==> src/hdl/tdp_pkg.sv <==
// Shared types, constants and helpers for the time-of-day text parser.
package tdp_pkg;

  localparam int CHAR_W          = 8;
  localparam int ACC_W           = 10;
  localparam int HRS_W           = 5;
  localparam int MIN_W           = 6;
  localparam int FRAC_W          = 10;
  localparam int FCNT_W          = 2;
  localparam int SEC_TOTAL_W     = 17;
  localparam int MS_W            = 27;
  localparam int FRACTION_DIGITS = 3;

  localparam logic [ACC_W-1:0]  ACC_MAX      = 10'd1023;
  localparam logic [ACC_W-1:0]  HRS_LIMIT    = 10'd24;
  localparam logic [ACC_W-1:0]  MIN_LIMIT    = 10'd60;
  localparam logic [ACC_W-1:0]  FRAC_LIMIT   = 10'd1000;
  localparam logic [FCNT_W-1:0] FRAC_DIG_MAX = FCNT_W'(FRACTION_DIGITS);

  localparam logic [CHAR_W-1:0] CHAR_COLON = 8'h3A;
  localparam logic [CHAR_W-1:0] CHAR_DOT   = 8'h2E;
  localparam logic [CHAR_W-1:0] CHAR_MINUS = 8'h2D;
  localparam logic [CHAR_W-1:0] CHAR_ZERO  = 8'h30;
  localparam logic [CHAR_W-1:0] CHAR_NINE  = 8'h39;

  typedef enum logic [1:0] {
    PH_HOURS,
    PH_MINUTES,
    PH_SECONDS,
    PH_FRACTION
  } phase_e;

  typedef struct packed {
    logic              ok;
    logic [HRS_W-1:0]  hrs;
    logic [MIN_W-1:0]  mins;
    logic [MIN_W-1:0]  secs;
    logic [FRAC_W-1:0] frac;
  } tdp_rec_t;

  function automatic logic field_ok(input logic [ACC_W-1:0] acc, input logic minus,
                                    input logic has_digit, input logic [ACC_W-1:0] limit);
    field_ok = has_digit && !(minus && (acc != '0)) && (acc < limit);
  endfunction

endpackage

==> src/hdl/tdp_in_if.sv <==
// Character input channel: at most one string byte per beat.
interface tdp_in_if import tdp_pkg::*; ();
  logic              valid;
  logic              ready;
  logic [CHAR_W-1:0] char_code;
  logic              char_present;
  logic              is_last;

  modport source (output valid, output char_code, output char_present, output is_last,
                  input ready);
  modport sink   (input valid, input char_code, input char_present, input is_last,
                  output ready);
endinterface

==> src/hdl/tdp_out_if.sv <==
// Result channel: validity flag and milliseconds since midnight.
interface tdp_out_if import tdp_pkg::*; ();
  logic            valid;
  logic            ready;
  logic            time_valid;
  logic [MS_W-1:0] time_ms;

  modport source (output valid, output time_valid, output time_ms, input ready);
  modport sink   (input valid, input time_valid, input time_ms, output ready);
endinterface

==> src/hdl/tdp_char_parse.sv <==
// Per-character field parser with a registered end-of-string record.
module tdp_char_parse import tdp_pkg::*; (
  input  logic     clk_i,
  input  logic     rst_ni,
  input  logic     valid_i,
  output logic     ready_o,
  input  logic [CHAR_W-1:0] char_code_i,
  input  logic     char_present_i,
  input  logic     is_last_i,
  output logic     rec_valid_o,
  input  logic     rec_ready_i,
  output tdp_rec_t rec_o
);

  phase_e            ph_q, ph_d;
  logic [ACC_W-1:0]  acc_q, acc_d;
  logic              minus_q, minus_d;
  logic              hasd_q, hasd_d;
  logic [FCNT_W-1:0] fch_q, fch_d;
  logic [HRS_W-1:0]  hrs_q, hrs_d;
  logic [MIN_W-1:0]  min_q, min_d;
  logic [MIN_W-1:0]  sec_q, sec_d;
  logic              fail_q, fail_d;
  logic              rec_valid_q, rec_valid_d;
  tdp_rec_t          rec_q, rec_d;

  logic              accept;
  logic              is_digit;
  logic [13:0]       acc_prod;
  logic [ACC_W-1:0]  ab_acc;
  logic              ab_minus;
  logic              ab_hasd;
  logic              ab_fail;
  logic [16:0]       frac_wide;

  assign ready_o = !rec_valid_q || rec_ready_i;
  assign accept  = valid_i && ready_o;

  // digit, minus-sign and reject handling for the current field
  always_comb begin
    is_digit = (char_code_i >= CHAR_ZERO) && (char_code_i <= CHAR_NINE);
    acc_prod = {1'b0, acc_q, 3'b000} + {3'b000, acc_q, 1'b0} + {10'd0, char_code_i[3:0]};
    ab_acc   = acc_q;
    ab_minus = minus_q;
    ab_hasd  = hasd_q;
    ab_fail  = fail_q;
    if (is_digit) begin
      ab_acc  = (acc_prod > {4'd0, ACC_MAX}) ? ACC_MAX : acc_prod[ACC_W-1:0];
      ab_hasd = 1'b1;
    end else if ((char_code_i == CHAR_MINUS) && !minus_q && !hasd_q) begin
      ab_minus = 1'b1;
    end else begin
      ab_fail = 1'b1;
    end
  end

  always_comb begin
    ph_d    = ph_q;
    acc_d   = acc_q;
    minus_d = minus_q;
    hasd_d  = hasd_q;
    fch_d   = fch_q;
    hrs_d   = hrs_q;
    min_d   = min_q;
    sec_d   = sec_q;
    fail_d  = fail_q;
    rec_d   = rec_q;
    frac_wide = '0;
    rec_valid_d = rec_ready_i ? 1'b0 : rec_valid_q;

    if (accept && char_present_i && !fail_q) begin
      if (ph_q == PH_FRACTION) begin
        if (fch_q < FRAC_DIG_MAX) begin
          fch_d   = fch_q + 1'b1;
          acc_d   = ab_acc;
          minus_d = ab_minus;
          hasd_d  = ab_hasd;
          fail_d  = ab_fail;
        end
      end else if ((char_code_i == CHAR_COLON) && (ph_q == PH_HOURS)) begin
        if (field_ok(acc_q, minus_q, hasd_q, HRS_LIMIT)) begin
          hrs_d = acc_q[HRS_W-1:0];
          ph_d  = PH_MINUTES;
          acc_d = '0; minus_d = 1'b0; hasd_d = 1'b0;
        end else begin
          fail_d = 1'b1;
        end
      end else if ((char_code_i == CHAR_COLON) && (ph_q == PH_MINUTES)) begin
        if (field_ok(acc_q, minus_q, hasd_q, MIN_LIMIT)) begin
          min_d = acc_q[MIN_W-1:0];
          ph_d  = PH_SECONDS;
          acc_d = '0; minus_d = 1'b0; hasd_d = 1'b0;
        end else begin
          fail_d = 1'b1;
        end
      end else if ((char_code_i == CHAR_DOT) && (ph_q == PH_SECONDS)) begin
        if (field_ok(acc_q, minus_q, hasd_q, MIN_LIMIT)) begin
          sec_d = acc_q[MIN_W-1:0];
          ph_d  = PH_FRACTION;
          fch_d = '0;
          acc_d = '0; minus_d = 1'b0; hasd_d = 1'b0;
        end else begin
          fail_d = 1'b1;
        end
      end else begin
        acc_d   = ab_acc;
        minus_d = ab_minus;
        hasd_d  = ab_hasd;
        fail_d  = ab_fail;
      end
    end

    if (accept && is_last_i) begin
      rec_d = '0;
      case (fch_d)
        2'd1:    frac_wide = 17'(acc_d) * 17'd100;
        2'd2:    frac_wide = 17'(acc_d) * 17'd10;
        default: frac_wide = 17'(acc_d);
      endcase
      if (!fail_d) begin
        case (ph_d)
          PH_SECONDS: begin
            if (field_ok(acc_d, minus_d, hasd_d, MIN_LIMIT)) begin
              rec_d.ok   = 1'b1;
              rec_d.hrs  = hrs_d;
              rec_d.mins = min_d;
              rec_d.secs = acc_d[MIN_W-1:0];
            end
          end
          PH_FRACTION: begin
            if ((fch_d != '0) && field_ok(acc_d, minus_d, hasd_d, FRAC_LIMIT)) begin
              rec_d.ok   = 1'b1;
              rec_d.hrs  = hrs_d;
              rec_d.mins = min_d;
              rec_d.secs = sec_d;
              rec_d.frac = frac_wide[FRAC_W-1:0];
            end
          end
          default: rec_d.ok = 1'b0;
        endcase
      end
      rec_valid_d = 1'b1;
      // return to the start of a new string
      ph_d    = PH_HOURS;
      acc_d   = '0;
      minus_d = 1'b0;
      hasd_d  = 1'b0;
      fch_d   = '0;
      hrs_d   = '0;
      min_d   = '0;
      sec_d   = '0;
      fail_d  = 1'b0;
    end
  end

  always_ff @(posedge clk_i or negedge rst_ni) begin
    if (!rst_ni) begin
      ph_q        <= PH_HOURS;
      acc_q       <= '0;
      minus_q     <= 1'b0;
      hasd_q      <= 1'b0;
      fch_q       <= '0;
      hrs_q       <= '0;
      min_q       <= '0;
      sec_q       <= '0;
      fail_q      <= 1'b0;
      rec_valid_q <= 1'b0;
    end else begin
      ph_q        <= ph_d;
      acc_q       <= acc_d;
      minus_q     <= minus_d;
      hasd_q      <= hasd_d;
      fch_q       <= fch_d;
      hrs_q       <= hrs_d;
      min_q       <= min_d;
      sec_q       <= sec_d;
      fail_q      <= fail_d;
      rec_valid_q <= rec_valid_d;
    end
  end

  always_ff @(posedge clk_i) begin
    rec_q <= rec_d;
  end

  assign rec_valid_o = rec_valid_q;
  assign rec_o       = rec_q;

endmodule

==> src/hdl/tdp_ms_calc.sv <==
// Two-stage conversion of a parsed time record to milliseconds, with output register.
module tdp_ms_calc import tdp_pkg::*; (
  input  logic            clk_i,
  input  logic            rst_ni,
  input  logic            rec_valid_i,
  output logic            rec_ready_o,
  input  tdp_rec_t        rec_i,
  output logic            valid_o,
  input  logic            ready_i,
  output logic            time_valid_o,
  output logic [MS_W-1:0] time_ms_o
);

  logic                   s1_valid_q;
  logic                   s1_ok_q;
  logic [SEC_TOTAL_W-1:0] s1_sec_q, s1_sec_d;
  logic [FRAC_W-1:0]      s1_frac_q;
  logic                   out_valid_q;
  logic                   out_ok_q;
  logic [MS_W-1:0]        out_ms_q, out_ms_d;
  logic                   out_take;
  logic                   s1_take;

  assign out_take    = !out_valid_q || ready_i;
  assign s1_take     = !s1_valid_q || out_take;
  assign rec_ready_o = s1_take;

  assign s1_sec_d = SEC_TOTAL_W'(rec_i.hrs) * SEC_TOTAL_W'(3600)
                  + SEC_TOTAL_W'(rec_i.mins) * SEC_TOTAL_W'(60)
                  + SEC_TOTAL_W'(rec_i.secs);
  assign out_ms_d = MS_W'(s1_sec_q) * MS_W'(1000) + MS_W'(s1_frac_q);

  always_ff @(posedge clk_i or negedge rst_ni) begin
    if (!rst_ni) begin
      s1_valid_q  <= 1'b0;
      out_valid_q <= 1'b0;
    end else begin
      if (s1_take) begin
        s1_valid_q <= rec_valid_i;
      end
      if (out_take) begin
        out_valid_q <= s1_valid_q;
      end
    end
  end

  always_ff @(posedge clk_i) begin
    if (s1_take && rec_valid_i) begin
      s1_ok_q   <= rec_i.ok;
      s1_sec_q  <= s1_sec_d;
      s1_frac_q <= rec_i.frac;
    end
    if (out_take && s1_valid_q) begin
      out_ok_q <= s1_ok_q;
      out_ms_q <= out_ms_d;
    end
  end

  assign valid_o      = out_valid_q;
  assign time_valid_o = out_ok_q;
  assign time_ms_o    = out_ms_q;

endmodule

==> src/hdl/time_of_day_text_parser_top.sv <==
// Top level of the time-of-day text parser.
// Takes an "hh:mm:ss[.fff]" string one character per beat, any number of beats
// back to back, and gives one result beat per string, on the beat marked last:
// a valid flag and the time in milliseconds since midnight (zero when invalid).
// After the last beat is accepted, the result passes three registers: the character
// parser's record, the seconds total, and the millisecond product in the output
// register. Input stalls only when all three stages hold results waiting for the
// output side.
module time_of_day_text_parser_top import tdp_pkg::*; (
  input logic       clk_i,
  input logic       rst_ni,
  tdp_in_if.sink    in_i,
  tdp_out_if.source out_o
);

  logic     rec_valid;
  logic     rec_ready;
  tdp_rec_t rec;

  tdp_char_parse u_parse (
    .clk_i          (clk_i),
    .rst_ni         (rst_ni),
    .valid_i        (in_i.valid),
    .ready_o        (in_i.ready),
    .char_code_i    (in_i.char_code),
    .char_present_i (in_i.char_present),
    .is_last_i      (in_i.is_last),
    .rec_valid_o    (rec_valid),
    .rec_ready_i    (rec_ready),
    .rec_o          (rec)
  );

  tdp_ms_calc u_calc (
    .clk_i        (clk_i),
    .rst_ni       (rst_ni),
    .rec_valid_i  (rec_valid),
    .rec_ready_o  (rec_ready),
    .rec_i        (rec),
    .valid_o      (out_o.valid),
    .ready_i      (out_o.ready),
    .time_valid_o (out_o.time_valid),
    .time_ms_o    (out_o.time_ms)
  );

endmodule

==> src/flat_wrapper.sv <==
// flat-port wrapper written by rule: the top's interface ports become plain ports
module time_of_day_text_parser_top_flat import tdp_pkg::*;
  (clk_i, rst_ni, in_i_valid, in_i_char_code, in_i_char_present, in_i_is_last, in_i_ready, out_o_valid, out_o_time_valid, out_o_time_ms, out_o_ready);
  tdp_in_if in_i_i ();
  tdp_out_if out_o_i ();
  input logic clk_i;
  input logic rst_ni;
  input wire logic [$bits(in_i_i.valid)-1:0] in_i_valid;
  input wire logic [$bits(in_i_i.char_code)-1:0] in_i_char_code;
  input wire logic [$bits(in_i_i.char_present)-1:0] in_i_char_present;
  input wire logic [$bits(in_i_i.is_last)-1:0] in_i_is_last;
  output wire logic [$bits(in_i_i.ready)-1:0] in_i_ready;
  output wire logic [$bits(out_o_i.valid)-1:0] out_o_valid;
  output wire logic [$bits(out_o_i.time_valid)-1:0] out_o_time_valid;
  output wire logic [$bits(out_o_i.time_ms)-1:0] out_o_time_ms;
  input wire logic [$bits(out_o_i.ready)-1:0] out_o_ready;
  assign in_i_i.valid = in_i_valid;
  assign in_i_i.char_code = in_i_char_code;
  assign in_i_i.char_present = in_i_char_present;
  assign in_i_i.is_last = in_i_is_last;
  assign in_i_ready = in_i_i.ready;
  assign out_o_valid = out_o_i.valid;
  assign out_o_time_valid = out_o_i.time_valid;
  assign out_o_time_ms = out_o_i.time_ms;
  assign out_o_i.ready = out_o_ready;
  time_of_day_text_parser_top u_core (.clk_i(clk_i), .rst_ni(rst_ni), .in_i(in_i_i), .out_o(out_o_i));
endmodule
==> config.mk <==
export PLATFORM = sky130hd
export DESIGN_NAME = time_of_day_text_parser_top_flat
export DESIGN_NICKNAME = d
export VERILOG_FILES = /design/src/hdl/tdp_pkg.sv /design/src/hdl/tdp_in_if.sv /design/src/hdl/tdp_out_if.sv /design/src/hdl/tdp_char_parse.sv /design/src/hdl/tdp_ms_calc.sv /design/src/hdl/time_of_day_text_parser_top.sv /design/src/flat_wrapper.sv
export SDC_FILE = /design/constraint.sdc
export NUM_CORES = 1
export LEC_CHECK = 0
export BUFFER_PORTS_ARGS = -buffer_cell sky130_fd_sc_hd__clkbuf_2
export CORE_ASPECT_RATIO = 0.9
export CORE_MARGIN = 5
export CORE_UTILIZATION = 55
export DETAILED_ROUTE_END_ITERATION = 12
export GPL_TIMING_DRIVEN = 1
export HOLD_SLACK_MARGIN = 0.08
export PLACE_DENSITY_LB_ADDON = 0.1
export SLEW_MARGIN = 40
export SYNTH_ARGS = -nofsm -noshare
export SYNTH_HDL_FRONTEND = slang
export SYNTH_SLANG_ARGS = --single-unit
==> constraint.sdc <==
create_clock -name clk_i -period 5.78 [get_ports clk_i]
set_input_delay 0.289 -clock clk_i [delete_from_list [all_inputs] [get_ports clk_i]]
set_output_delay 0.289 -clock clk_i [all_outputs]
set_load 0.01 [all_outputs]
## After elaboration in Yosys (flattened, before gate mapping)

Index checks and enable logic that the tools add are counted.
W data, S select, Z words.

- Register bits after elaboration: 121
- Input port bits: 14
- Output and inout bits: 30
- Word-level logic and storage cells: 176

- Add/subtract/negate cells: 6
- $mul: 5
- $lt $le $gt $ge: 8
- Equality and inequality tests: 10
- Muxes and demuxes: 85
- Bitwise gates (word level): 2
- Reduce and logical (&&, ||, !) cells: 38

Operator list:

| cell | count |
|---|---|
| $mux W10 | 11 |
| $mux W6 | 13 |
| $mux W1 | 34 |
| $mux W2 | 17 |
| $pmux W17 S2 | 1 |
| $mux W28 | 1 |
| $add A27 B10 Y27 | 1 |
| $mux W5 | 5 |
| $eq A8 B6 Y1 const B | 3 |
| $mul A17 B7 Y24 const B | 1 |
| $logic_and A1 B1 Y1 | 21 |
| $lt A10 B6 Y1 const B | 2 |
| $pmux W10 S2 | 1 |
| $reduce_bool A10 Y1 | 2 |
| $mux W18 | 1 |
| $add A17 B12 Y17 | 1 |
| $add A17 B6 Y17 | 1 |
| $add A13 B11 Y14 | 1 |
| $add A14 B4 Y14 | 1 |
| $gt A14 B10 Y1 const B | 1 |
| $mul A5 B8 Y13 const B | 1 |
| $eq A2 B2 Y1 const B | 5 |
| $lt A10 B10 Y1 const B | 1 |
| $lt A10 B5 Y1 const B | 1 |
| other kinds (15) | 27 |

## Longest topological paths before layout

- Word-level depth: 19
- Mapped depth: 24
- Depth with buffers taken out: 24

## Modules after synthesis

From an unflattened synthesis, not the netlist that was laid out.

- Cells, all modules: 1084
- Area, all modules: 11491.0 um^2

Modules (own cells, without submodules):

| module | instances | cells each | area each (um^2) | seq. area each (um^2) |
|---|---|---|---|---|
| tdp_ms_calc | 1 | 620 | 6840.3 | 1731.7 |
| tdp_char_parse | 1 | 464 | 4650.7 | 1716.6 |

## Least setup slack after synthesis

Ideal clock, no wire load.

- Path type: reg-to-reg
- Start: register u_core.u_calc.s1_sec_q[3]
- End: register u_core.u_calc.out_ms_q[26], in the netlist u_core.u_calc.time_ms_o[26] (data pin)
- Library setup time: 260 ps
- Data arrival time: 5524 ps
- Required time: 5520 ps
- Path slack: -3 ps
- Cell stages (with the launch flop): 16
- Path buffers: 1
- Clock period less this slack: 5783 ps
- Cells stage by stage: edfxtp_1 > fa_1 > fa_1 > fa_1 > fa_1 > ha_1 > or3_1 > clkbuf_1 > a2111oi_0 > nor2_1 > xnor2_1 > nand4b_1 > a2111oi_0 > or3b_1 > nor3_1 > xnor2_1

- Word-level cells in the longest chain between the ends: 2

RTL lines:

| what | line | source |
|---|---|---|
| start: declaration | tdp_ms_calc.sv:16 | `logic [SEC_TOTAL_W-1:0] s1_sec_q, s1_sec_d;` |
| start signal: assignment | tdp_ms_calc.sv:50 | `s1_sec_q <= s1_sec_d;` |
| $mul A17 B7 Y24 | tdp_ms_calc.sv:31 | `assign out_ms_d = MS_W'(s1_sec_q) * MS_W'(1000) + MS_W'(s1_frac_q);` |
| $add A27 B10 Y27 | tdp_ms_calc.sv:31 |  |
| named net u_core.u_calc.out_ms_d[26] | tdp_ms_calc.sv:20 | `logic [MS_W-1:0] out_ms_q, out_ms_d;` |
| end signal: assignment | tdp_ms_calc.sv:55 | `out_ms_q <= out_ms_d;` |
| end: declaration | tdp_ms_calc.sv:20 |  |

The timed path passes the listed nets, and every way through them passes these cells.
A chain may end at the register's enable or synchronous reset.

## Worst setup path in the final report

- Start: register u_core.u_calc.s1_sec_q[4]
- End: register u_core.u_calc.out_ms_q[26], in the netlist u_core.u_calc.time_ms_o[26] (data pin)

The elaborated chain is that of the path after synthesis.

==> flow_summary_export.csv <==
group,metric,value,unit
drt,wl_per_cell,16.3,microns
floorplan,top_level_ports,44,
clock_network,cts.clk_slew.worst_paths,0.06,ns
sta,drv_slew,0,
synth,synth_cell_types,83,
cells_and_area,drive_above_1_share,14.4,%
grt,maximum_number_of_pins_on_one_net_before_global_route_repair,63,
sta,clock_skew,0.0113,ns
sta,hold_violations,0,
synth,synthArstFlopShare,30.6,%
clock_network,clock_tree.buffer_depth,2,
clock_network,clock-root-buffer,"sky130_fd_sc_hd__clkbuf_16",
critical_path,type_of_element_launching_the_critical_path,"flip-flop",
clock_network,worstSkewPairLatency,0.42,ns
drt,routed-via-count,7908,
place,post-place-ws,-0.0611,ns
sta,tightest_slew,0.796,ns
place,half_perimeter_wire_length_of_the_detailed_placement_result,17500,microns
cells_and_area,n_fill_cell,1629,
place,dp.cells,1350,
floorplan,die-area,0.0232,sq mm
drt,detail_route.iter0.violations,455,
critical_path,rrSetupSlack,0.20,ns
cells_and_area,post_layout_nonfiller_instances,1396,
synth,syn_avg_cell_area,10.7,sq um
sta,setup-tns-final,0,ns
drt,remaining_drc_errors,0,
synth,yosys_register_bits,121,
drt,drt-pass1-iter-count,5,
drt,vias_per_cell,5.66,
synth,syn-instance-count,1043,
synth,synth-edff-count,84,
floorplan,coreArea,0.0200,sq mm
critical_path,worst-setup-path-type,"reg -> reg",
cells_and_area,commonest_cells_after_routing_fill_and_taps_aside,"sky130_fd_sc_hd__ha_1, sky130_fd_sc_hd__nor2_1, sky130_fd_sc_hd__inv_1, sky130_fd_sc_hd__edfxtp_1, sky130_fd_sc_hd__fa_1",
grt,grt_usage,20.0,%
sta,clock.fmax,179,MHz
synth,synth-main-ff-cell,"sky130_fd_sc_hd__edfxtp_1",
sta,worst_slack,0.203,ns
synth,synthesis.nets,1285,
clock_network,cts_sinks,121,
clock_network,htree_levels,4,
drt,final_antenna_net_count,0,
cells_and_area,syn_to_final_growth,13.7,%
sta,final_period_minus_worst_setup_slack,5.58,ns
grt,grt_pass1_vias,7720,
synth,mappedNetlistArea,0.0111,sq mm
cells_and_area,fin_util,63.4,%
clock_network,numCtsBuffers,17,
sta,setup_violations_final,0,
grt,antenna_found_initial,0,
grt,grt_pass1_wl,38500,microns
critical_path,critPathArrivalTime,5.74,ns
sta,slew-limit-headroom,46.9,%
worst_hold_path,min_path_type,"in -> reg",
run_status,run_status,"finished, final reports clean",
drt,postRouteWirelength,22800,microns
grt,overflow,0,
floorplan,floorplan.die.height,145,microns
job,maxCapViolCount,0,
synth,ys_warn_count,0,
floorplan,dieWidth,160,microns
sta,min_period_over_period,96.5,%
cells_and_area,final_common_cell,"sky130_fd_sc_hd__ha_1",
cells_and_area,antenna_diode_count,0,
critical_path,cp-end-kind,"flip-flop",
synth,ys_seq_area_share,31.0,%
critical_path,crit_path_required_time,5.95,ns
floorplan,initial_core_util,55.7,%
cells_and_area,finish.net_count,1370,
floorplan,num_rows,49,
place,placement.io_buffers,43,
place,global_placement_routability_congestion,0.907,
clock_network,clock_tree_from_tritoncts,"done",
critical_path,crit_fanout,5,
timing repair:
action / CTS / global route
endpoints found under the hold margin: 37 / 0
hold buffers: 1 / 0
gates resized for setup: 1 / 22
pin swaps: 0 / 20
endpoints found under the setup margin: 1 / 6
buffers inserted: 0 / 13
Yosys cell counts, types with 13 or more instances:
cell | n | share of area (%)
sky130_fd_sc_hd__a21o_1 | 20 | 1.3
sky130_fd_sc_hd__a21oi_1 | 61 | 2.7
sky130_fd_sc_hd__clkbuf_1 | 21 | 0.71
sky130_fd_sc_hd__dfrtp_1 | 37 | 8.3
sky130_fd_sc_hd__edfxtp_1 | 84 | 23
sky130_fd_sc_hd__fa_1 | 79 | 14
sky130_fd_sc_hd__ha_1 | 149 | 17
sky130_fd_sc_hd__inv_1 | 89 | 3.0
sky130_fd_sc_hd__mux2i_1 | 13 | 1.2
sky130_fd_sc_hd__nand2_1 | 29 | 0.98
sky130_fd_sc_hd__nand2b_1 | 15 | 0.84
sky130_fd_sc_hd__nand3_1 | 16 | 0.72
sky130_fd_sc_hd__nand4_1 | 15 | 0.84
sky130_fd_sc_hd__nor2_1 | 95 | 3.2
sky130_fd_sc_hd__nor3_1 | 15 | 0.67
sky130_fd_sc_hd__o21a_1 | 20 | 1.3
sky130_fd_sc_hd__o21ai_0 | 24 | 1.1
sky130_fd_sc_hd__xnor2_1 | 60 | 4.7
sky130_fd_sc_hd__xor2_1 | 19 | 1.5
cells by family after synthesis:
family,Yosys count,share of synthesized area (%)
AND/OR/NAND/NOR,255,12.1
multiplexers,14,1.27
adder cells (fa/ha/maj),228,30.9
XOR/XNOR,80,6.41
buffers and inverters,118,4.14
AO/OA/AOI/OAI,227,14.2
flip-flops,121,31.0
per-layer routing:
metal	global-route usage, %	vias up	part of all wire [%]
li1	-	3938	-
met1	31.2	3802	52
met2	29.4	148	43
met3	3.01	20	3.6
met4	4.69	0	1.1
met5	0	-	0
critical path, cell delays in order (launching register included):
cell                       delay [ns]
sky130_fd_sc_hd__edfxtp_1        0.45
sky130_fd_sc_hd__buf_4           0.18
sky130_fd_sc_hd__fa_1            0.52
sky130_fd_sc_hd__fa_1            0.57
sky130_fd_sc_hd__fa_1            0.44
sky130_fd_sc_hd__fa_1            0.43
sky130_fd_sc_hd__ha_1            0.35
sky130_fd_sc_hd__a21o_1          0.19
sky130_fd_sc_hd__a21o_1          0.18
sky130_fd_sc_hd__a21o_1          0.20
sky130_fd_sc_hd__a2111o_1        0.48
sky130_fd_sc_hd__o21a_1          0.24
sky130_fd_sc_hd__o211ai_1        0.24
sky130_fd_sc_hd__o211ai_1        0.17
sky130_fd_sc_hd__or3b_1          0.43
sky130_fd_sc_hd__nor3_2          0.18
sky130_fd_sc_hd__xnor2_1         0.08
layout make-up:
| class | count | area, sq um | area share [%] |
|---|---|---|---|
| clock inverter | 15 | 158 | 1.25 |
| timing repair buffer | 95 | 623 | 4.92 |
| sequential | 121 | 3450 | 27.2 |
| clock buffer | 17 | 425 | 3.36 |
| tap | 255 | 319 | 2.52 |
| multi-input combinational | 804 | 7350 | 58.1 |
| inverter | 89 | 334 | 2.64 |
worst paths after layout:
kind,start,end,cells past startpoint
min in group asynchronous,rst_ni,u_core.u_parse.acc_q[9],2
max in group asynchronous,rst_ni,u_core.u_parse.rec_valid_o,2
min,out_o_ready,u_core.u_calc.s1_valid_q,3
min reg2reg,u_core.u_calc.s1_frac_q[1],u_core.u_calc.time_ms_o[1],0
max reg2reg,u_core.u_calc.s1_sec_q[4],u_core.u_calc.time_ms_o[26],16
max,u_core.u_calc.s1_sec_q[4],u_core.u_calc.time_ms_o[26],16
through the flow:
stage                     hold WS, ns  area (sq um)
after floorplan              -0.00659         11100
final                           0.181         12700
after global placement          0.401         11800
after global routing            0.174         12700
after CTS                       0.165         12400
after detailed placement        0.319         11900
registers in the layout (all words and copies together) (netlist names):
signal and cells:
u_core.u_parse.rec_o 28, u_core.u_calc.time_ms_o 27, u_core.u_calc.s1_sec_q 17, u_core.u_calc.s1_frac_q 10, u_core.u_parse.acc_q 10, u_core.u_parse.min_q 6
u_core.u_parse.sec_q 6, u_core.u_parse.hrs_q 5, u_core.u_parse.fch_q 2, u_core.u_parse.ph_q 2, u_core.u_calc.s1_ok_q 1, u_core.u_calc.s1_valid_q 1
u_core.u_calc.time_valid_o 1, u_core.u_calc.valid_o 1, u_core.u_parse.fail_q 1, u_core.u_parse.hasd_q 1, u_core.u_parse.minus_q 1, u_core.u_parse.rec_valid_o 1
Power is left out: the tool's default activity adds up to more than one toggle a clock period on the data nets, which glitch-free logic cannot reach.
